[src/rtl/core/tbge_pkg.sv]
// tbge_pkg: shared types, codes and helpers for the three-body euler step block
// used by tbge_alu and the top level; depends on nothing
`timescale 1ns / 1ps

package tbge_pkg;

    localparam int BODY_COUNT = 3;
    localparam int BODY_W     = 2;
    localparam logic [BODY_W-1:0] LAST_BODY = BODY_W'(BODY_COUNT - 1);

    // shared unit widths and step counts
    localparam int ALU_W      = 64;
    localparam int RES_W      = 80;
    localparam int MUL_STEPS  = 40;
    localparam int DIV_STEPS  = 64;
    localparam int SQRT_STEPS = 32;
    localparam int CNT_W      = 6;

    // clip level of intermediates is 2^39-1
    localparam int CAP_W = 39;
    localparam logic [CAP_W-1:0] INTER_CAP = '1;

    localparam logic CMD_LOAD = 1'b0;
    localparam logic CMD_STEP = 1'b1;

    localparam int CFG_IDX_W = 3;
    localparam logic [CFG_IDX_W-1:0] CFG_MASS_ZERO = 3'd0;
    localparam logic [CFG_IDX_W-1:0] CFG_MASS_ONE  = 3'd1;
    localparam logic [CFG_IDX_W-1:0] CFG_MASS_TWO  = 3'd2;
    localparam logic [CFG_IDX_W-1:0] CFG_GRAVITY   = 3'd3;
    localparam logic [CFG_IDX_W-1:0] CFG_TIME_STEP = 3'd4;

    typedef enum logic [1:0] {
        OP_MUL,
        OP_DIV,
        OP_SQRT
    } alu_op_t;

    typedef struct packed {
        logic    start;
        alu_op_t op;
    } alu_req_t;

    typedef struct packed {
        logic signed [31:0] value;
        logic               clipped;
    } sat32_t;

    function automatic sat32_t clip32(input logic signed [63:0] v);
        sat32_t r;
        r.clipped = 1'b0;
        r.value   = v[31:0];
        if (v > 64'sh000000007FFFFFFF)
        begin
            r.clipped = 1'b1;
            r.value   = 32'sh7FFFFFFF;
        end
        else if (v < 64'shFFFFFFFF80000000)
        begin
            r.clipped = 1'b1;
            r.value   = 32'sh80000000;
        end
        return r;
    endfunction

endpackage

[src/rtl/core/tbge_alu.sv]
// tbge_alu: bit-serial shared unit for multiply, restoring divide and integer root
// one step per cycle; depends on tbge_pkg
`timescale 1ns / 1ps

module tbge_alu
(
    input  logic                         clk,
    input  logic                         rst_n,
    input  tbge_pkg::alu_req_t           req,
    input  logic [tbge_pkg::ALU_W-1:0]   opa,
    input  logic [tbge_pkg::ALU_W-1:0]   opb,
    output logic                         done,
    output logic [tbge_pkg::RES_W-1:0]   result
);

    logic                          busy_reg;
    logic                          done_reg;
    tbge_pkg::alu_op_t             op_reg;
    logic [tbge_pkg::CNT_W-1:0]    cnt_reg;
    // r0: product / remainder / radicand, r1: multiplicand / quotient / root,
    // r2: multiplier / divisor / trial bit
    logic [tbge_pkg::RES_W-1:0]    r0_reg;
    logic [tbge_pkg::RES_W-1:0]    r1_reg;
    logic [tbge_pkg::ALU_W-1:0]    r2_reg;

    logic [tbge_pkg::RES_W-1:0]    mul_sum;
    logic [64:0]                   rem_sh;
    logic [65:0]                   div_diff;
    logic                          div_ge;
    logic [63:0]                   sq_trial;
    logic                          sq_ge;

    assign mul_sum  = r0_reg + r1_reg;
    assign rem_sh   = {r0_reg[63:0], r1_reg[63]};
    assign div_diff = {1'b0, rem_sh} - {2'b00, r2_reg};
    assign div_ge   = ~div_diff[65];
    assign sq_trial = r1_reg[63:0] + r2_reg;
    assign sq_ge    = (r0_reg[63:0] >= sq_trial);

    assign done   = done_reg;
    assign result = (op_reg == tbge_pkg::OP_MUL) ? r0_reg : {16'b0, r1_reg[63:0]};

    always_ff @(posedge clk or negedge rst_n)
    begin
        if (!rst_n)
        begin
            busy_reg <= 1'b0;
            done_reg <= 1'b0;
            op_reg   <= tbge_pkg::OP_MUL;
            cnt_reg  <= '0;
        end
        else
        begin
            done_reg <= 1'b0;
            if (req.start)
            begin
                busy_reg <= 1'b1;
                op_reg   <= req.op;
                unique case (req.op)
                    tbge_pkg::OP_MUL:  cnt_reg <= tbge_pkg::CNT_W'(tbge_pkg::MUL_STEPS - 1);
                    tbge_pkg::OP_DIV:  cnt_reg <= tbge_pkg::CNT_W'(tbge_pkg::DIV_STEPS - 1);
                    tbge_pkg::OP_SQRT: cnt_reg <= tbge_pkg::CNT_W'(tbge_pkg::SQRT_STEPS - 1);
                    default:           cnt_reg <= '0;
                endcase
            end
            else if (busy_reg)
            begin
                cnt_reg <= cnt_reg - 1'b1;
                if (cnt_reg == '0)
                begin
                    busy_reg <= 1'b0;
                    done_reg <= 1'b1;
                end
            end
        end
    end

    always_ff @(posedge clk)
    begin
        if (req.start)
        begin
            unique case (req.op)
                tbge_pkg::OP_MUL:
                begin
                    r0_reg <= '0;
                    r1_reg <= {16'b0, opa};
                    r2_reg <= {24'b0, opb[39:0]};
                end
                tbge_pkg::OP_DIV:
                begin
                    r0_reg <= '0;
                    r1_reg <= {16'b0, opa};
                    r2_reg <= opb;
                end
                tbge_pkg::OP_SQRT:
                begin
                    r0_reg <= {16'b0, opa};
                    r1_reg <= '0;
                    r2_reg <= 64'h4000000000000000;
                end
                default:
                begin
                    r0_reg <= '0;
                    r1_reg <= '0;
                    r2_reg <= '0;
                end
            endcase
        end
        else if (busy_reg)
        begin
            unique case (op_reg)
                tbge_pkg::OP_MUL:
                begin
                    if (r2_reg[0])
                        r0_reg <= mul_sum;
                    r1_reg <= {r1_reg[78:0], 1'b0};
                    r2_reg <= {1'b0, r2_reg[63:1]};
                end
                tbge_pkg::OP_DIV:
                begin
                    r0_reg <= div_ge ? {16'b0, div_diff[63:0]} : {16'b0, rem_sh[63:0]};
                    r1_reg <= {16'b0, r1_reg[62:0], div_ge};
                end
                tbge_pkg::OP_SQRT:
                begin
                    if (sq_ge)
                    begin
                        r0_reg <= {16'b0, r0_reg[63:0] - sq_trial};
                        r1_reg <= {16'b0, {1'b0, r1_reg[63:1]} + r2_reg};
                    end
                    else
                        r1_reg <= {16'b0, 1'b0, r1_reg[63:1]};
                    r2_reg <= {2'b00, r2_reg[63:2]};
                end
                default:
                begin
                    r0_reg <= r0_reg;
                end
            endcase
        end
    end

endmodule

[config.mk]
export PLATFORM = sky130hd
export DESIGN_NAME = tbge_alu
export DESIGN_NICKNAME = d
export VERILOG_FILES = /design/src/rtl/core/tbge_pkg.sv /design/src/rtl/core/tbge_alu.sv
export SDC_FILE = /design/constraint.sdc
export NUM_CORES = 2
export LEC_CHECK = 0
export BUFFER_PORTS_ARGS = -buffer_cell sky130_fd_sc_hd__buf_2
export CAP_MARGIN = 20
export CELL_PAD_IN_SITES_DETAIL_PLACEMENT = 0
export CELL_PAD_IN_SITES_GLOBAL_PLACEMENT = 1
export CORE_MARGIN = 5
export CORE_UTILIZATION = 45
export CTS_CLUSTER_DIAMETER = 60
export DETAILED_ROUTE_END_ITERATION = 7
export GPL_TIMING_DRIVEN = 0
export PLACE_DENSITY = 0.9
export SETUP_SLACK_MARGIN = 0.4
export SLEW_MARGIN = 25
export SYNTH_ARGS = -nofsm -noshare
export SYNTH_HDL_FRONTEND = slang
export SYNTH_SLANG_ARGS = --single-unit
[constraint.sdc]
create_clock -name clk -period 8.1 [get_ports clk]
set_input_delay 0.405 -clock clk [delete_from_list [all_inputs] [get_ports clk]]
set_output_delay 0.405 -clock clk [all_outputs]
set_load 0.01 [all_outputs]
---- Yosys cells after proc, flatten, opt, wreduce, memory -nomap -nowiden ----
Cells that the tools add are included.
cells by class
  reduce and logical (&&, ||, !) cells .... 10
  bitwise logic cells ..................... 1
  eq/ne operators ......................... 6
  mux-type cells .......................... 26
  add/sub/neg operators ................... 6
  order comparisons ....................... 1
operator list
  kind                 number
  $mux 80              7
  $pmux 80 s3          2
  $mux 64              6
  $pmux 64 s3          1
  $pmux 64 s2          1
  $add 80x80->80       1
  $sub 65x64->66       1
  $add 63x64->64       1
  $add 64x64->64       1
  $ge 64x64->1         1
  $sub 64x64->64       1
  $pmux 6 s3           1
  $mux 6               2
  $logic_not 6->1      1
  $mux 1               6
  $ne 3x3->1 const B   2
  $sub 6x1->6 const B  1
  $eq 2x1->1 const B   2
  $eq 2x2->1 const B   2
  $logic_not 2->1      2
  $reduce_and 2->1     2
  $reduce_and 4->1     1
  $reduce_bool 4->1    1
  $reduce_bool 3->1    1
  other kinds (3)      3
storage, ports and cells
  flip-flop bits (word level) ............. 234
  word-level logic and storage cells ...... 57
  input bits .............................. 133

---- Longest topological paths before layout ----
  depth in word-level cells ............... 6
  depth in mapped cells ................... 28
  gate-level depth less buffers ........... 26

---- Worst setup path before layout ----
Ideal clock, no wire load.
  kind .................................... flip-flop to flip-flop
  start ................................... register r1_reg[0] in the netlist's numbering
  end ..................................... register r0_reg[0] in the netlist's numbering (enable)
  buffers on the path ..................... 3
  clock period less this slack ............ 7161 ps
  data arrival time ....................... 6716 ps
  cell stages (with the launch flop) ...... 27
  setup slack ............................. 939 ps
  path through ............................ edfxtp_1 > ha_1 > inv_1 > fa_1 > nand2b_1 > a21oi_1 > o2111ai_1 > nand3b_1 > o31a_1 > a41o_1 > a31oi_1 > o211ai_1 > a21oi_2 > o21bai_1 > xnor2_1 > ha_1 > clkbuf_1 > and3_1 > nand2_1 > nor2_1 > nand4_1 > a311oi_2 > nor2_4 > buf_4 > buf_2 > a21oi_1 > o21a_1
between the ends
  longest elaborated chain between the ends .. 4
ends and longest elaborated chain
  what                        RTL line         RTL
  start, declared             tbge_alu.sv:23   logic [tbge_pkg::RES_W-1:0] r1_reg;
  start signal, assigned      tbge_alu.sv:86   r1_reg <= {16'b0, opa};
  start signal, assigned      tbge_alu.sv:92   r1_reg <= {16'b0, opa};
  start signal, assigned      tbge_alu.sv:116  r1_reg <= {r1_reg[78:0], 1'b0};
  $add 64x64->64              tbge_alu.sv:37   assign sq_trial = r1_reg[63:0] + r2_reg;
  $ge 64x64->1                tbge_alu.sv:38   assign sq_ge = (r0_reg[63:0] >= sq_trial);
  $ne 3x3->1 (no line)        -
  $reduce_and 4->1 (no line)  -
  end signal, assigned        tbge_alu.sv:97   r0_reg <= {16'b0, opa};
  end signal, assigned        tbge_alu.sv:115  r0_reg <= mul_sum;
  end signal, assigned        tbge_alu.sv:121  r0_reg <= div_ge ? {16'b0, div_diff[63:0]} : {16'b0, rem_sh[63:0]};
  end, declared               tbge_alu.sv:22   logic [tbge_pkg::RES_W-1:0] r0_reg;
No other way between the ends.
A chain may end at the register's enable or synchronous reset.

---- Final worst setup path ----
  start ................................... register r2_reg[0] in the netlist's numbering
  end ..................................... register r1_reg[32] in the netlist's numbering (data pin)
between the ends
  longest elaborated chain between the ends .. 6
  elaborated cells between the ends (all ways) .. 7
  those cells by class .................... add/sub (2); order compare (1); mux (4)
ends and longest elaborated chain
  what                    RTL line         RTL
  start, declared         tbge_alu.sv:24   logic [tbge_pkg::ALU_W-1:0] r2_reg;
  start signal, assigned  tbge_alu.sv:87   r2_reg <= {24'b0, opb[39:0]};
  start signal, assigned  tbge_alu.sv:93   r2_reg <= opb;
  start signal, assigned  tbge_alu.sv:117  r2_reg <= {1'b0, r2_reg[63:1]};
  $add 64x64->64          tbge_alu.sv:37
  $ge 64x64->1            tbge_alu.sv:38
  $mux 64 *               tbge_alu.sv:126  if (sq_ge)
  $pmux 80 s3 *           tbge_alu.sv:111  unique case (op_reg)
  $mux 80 *               tbge_alu.sv:109  else if (busy_reg)
  $mux 80 *               tbge_alu.sv:80   if (req.start)
  end signal, assigned    tbge_alu.sv:86
  end signal, assigned    tbge_alu.sv:116
  end signal, assigned    tbge_alu.sv:129  r1_reg <= {16'b0, {1'b0, r1_reg[63:1]} + r2_reg};
Mark *: on every way between the ends. The rest lies on a longest branch, timed or not. The select of a mux whose other input is x is not followed.

==> qor.yml <==
clockPowerShare: 0.108
seq_area_frac_synth: 0.207
synth_seq_cells: 234
max_slew_margin: 0.184
rsz0062_at_grt: "false"
fin_nets: 5100
root_buffer: "clkbuf_16"
critPathKind: "reg -> reg"
drv_slew: 0
synth_area_leader_cell: "edfxtp_1"
dieArea_um2: 80400
max_stage_delay_ns: 0.78
fin_crit_sh: 0.951
intPower_mw: 7.91
cts_buffers: 46
worst_ep_arrival_time_ns: 8.00
setup_slack_ns: 0.395
synth_top_area_share: 0.200
finish.utilization: 0.513
syn_area_um2: 33700
crit_required_ns: 8.39
peakVddDrop_mv: 0.318
worstSkewPairLatency_ns: 0.61
powerDensity_nw_per_um2: 496
ant_nets: 0
synthCells: 4332
seqPwrFrac: 0.138
grt_pass1_wl_mm: 252
final_cells: 5628
hold_class: "in -> reg"
ys_top_cells_by_area: "edfxtp_1 (20%), ha_1 (13%), a21oi_1 (6.5%)"
clk_pin_slew_worst_paths_ns: 0.06
clk_path_buf_depth: 3
preCtsSetupSlack_ns: -0.899
antenna_found_initial: 8
final-hold-violation-count: 0
post_drt_wl_per_cell_um: 32.0
async_flop_share: 0.0427
hpwlAfterDp_mm: 142
cts_num_sinks: 234
p_leak_nw: 16.2
htreeDepth: 2
period_needed_ns: 7.70
syn_nets: 4812
synthToLayoutAreaGrowth_pct: 13.3
end_kind: "register"
synth-warning-count: 0
placed_area_um2: 36300
swShare: 0.582
dr_total_vias: 38100
die_width_um: 284
track_usage: 0.422
synth_flop_cell: "edfxtp_1"
comb_power_share: 0.753
critPathSlowestCell: "clkbuf_1"
worst_hold_slack_ns: 0.0768
drtIter0Drc: 5101
grt_pass1_vias: 35400
path_max_fanout: 10
synth_cell_type_count: 104
rows: 100
tns_ns: 0
postLayoutCellArea_um2: 38200
finalSetupViolCount: 0
via_per_inst: 6.77
critPathLaunchType: "register"
start_util: 0.453
place_congestion: 1.03
synth_edf_count: 224
dr.pass1.iters: 8
port-buffer-count: 213
drt_wl_total_mm: 180
grt_overflow_total: 0
drv_cap: 0
layout-drive-gt1-share: 0.113
tritoncts: "yes"
io_pins: 214
grt_max_degree: 41
finalPower_mw: 18.9
p_sw_mw: 11.0
drc: 0
post-place-cells: 5525
fmax_ghz: 0.130
fp.dieH_um: 284
yosysMostFrequentCell: "nand2_1"
syn_avg_cell_area_um2: 7.77
cp_cell_sequence: "ha_1 -> inv_1 -> fa_1 -> nand2b_1 -> a21oi_2 -> o2111ai_2 -> nand3b_1 -> buf_4 -> o31a_1 -> a31o_2 -> a21oi_1 -> o31a_1 -> a31o_2 -> o211ai_1 -> xnor2_1 -> ha_1 -> and3_1 -> a221o_1 -> a221o_1 -> o21ai_0 -> clkbuf_1 -> o21ai_0"
core_area_um2: 74300
status: "finished clean"
synth_common_cells: "nand2_1 (479), a21oi_1 (436), ha_1 (342)"
final.setup_skew_ns: 0.0279
worst_slew_pin_slew_ns: 1.22
-- critical path: cells and delay by family, from the launching register on --
kind,cells,cell delay (ns)
AOI/OAI and AO/OA,12,4.06
buffers and inverters,3,1.01
and+or+nand+nor,3,0.59
adders and majority gates,3,0.98
DFF,1,0.45
xor gates and xnor gates,1,0.25
-- cell type report --
cell class	instances	area, um^2
multi-input cells	3682	25300
repair buffers	240	1430
fillers	7394	36200
clock inverters	28	300
plain buffers	256	1080
clock buffers	55	1260
inverters	160	601
diodes	4	10.0
well taps	969	1210
flip-flops and latches	234	6980
-- power groups by stage --
stage	clock [mW]	sequential [mW]	combinational, mW
floorplan	0	2.16	9.21
global placement	0	2.61	13.4
detailed placement	0	2.59	13.5
CTS	2.04	2.57	13.6
global route	2.10	2.60	15.1
finish	2.05	2.62	14.3
-- logic make-up after synthesis --
family / Yosys count / synth area share
buf+inv: 416 / 0.0478
fa+ha+maj: 347 / 0.130
flops: 234 / 0.207
mux: 156 / 0.0489
simple gates: 1231 / 0.171
xor+xnor: 289 / 0.0752
compound gates: 1659 / 0.320
-- path summary, 6_finish.rpt --
check                           slack, ns       start    endpoint  cells after the start
worst max-delay path                 0.40   r2_reg[0]  r1_reg[32]                     22
worst min-delay path                 0.08     opb[20]  r2_reg[20]                      3
worst max register to register       0.40   r2_reg[0]  r1_reg[32]                     22
worst min register to register       0.55  cnt_reg[5]  cnt_reg[5]                      1
max in group asynchronous            7.64       rst_n  cnt_reg[0]                      2
min in group asynchronous            0.25       rst_n        done                      2
-- routing by layer --
metal,routed length [um],vias to the layer above,track usage,part of all wire
met5,69,-,0,0.00038
met4,11300,10,0.211,0.063
met3,21700,476,0.124,0.12
met2,73100,2399,0.611,0.41
met1,73700,18300,0.571,0.41
li1,-,16900,-,-
-- cells in the final DEF (no fill, tap or decap), drive strengths merged, types with 29 or more instances in the layout --
| cell | n |
|---|---|
| nand2 | 479 |
| a21oi | 441 |
| o21ai | 428 |
| ha | 342 |
| buf | 286 |
| clkbuf | 264 |
| nor2 | 262 |
| edfxtp | 224 |
| a21o | 191 |
| xnor2 | 173 |
| inv | 160 |
| xor2 | 116 |
| nand4 | 90 |
| a22oi | 90 |
| mux2i | 87 |
| o21bai | 82 |
| nand3 | 73 |
| nor3 | 73 |
| mux2 | 69 |
| a31oi | 56 |
| and2 | 51 |
| nand2b | 47 |
| a221oi | 37 |
| a211oi | 37 |
| o21a | 35 |
| nor2b | 34 |
| and3 | 29 |
| o31ai | 29 |
-- repair_timing --
action	CTS	global route
setup buffers	9	5
gates resized for setup	17	33
endpoints found under the hold margin	10	0
pin swaps	8	4
setup endpoints to repair	144	123
hold buffers	1	0
cloned	0	0
Power figures use the tool's default switching activity.
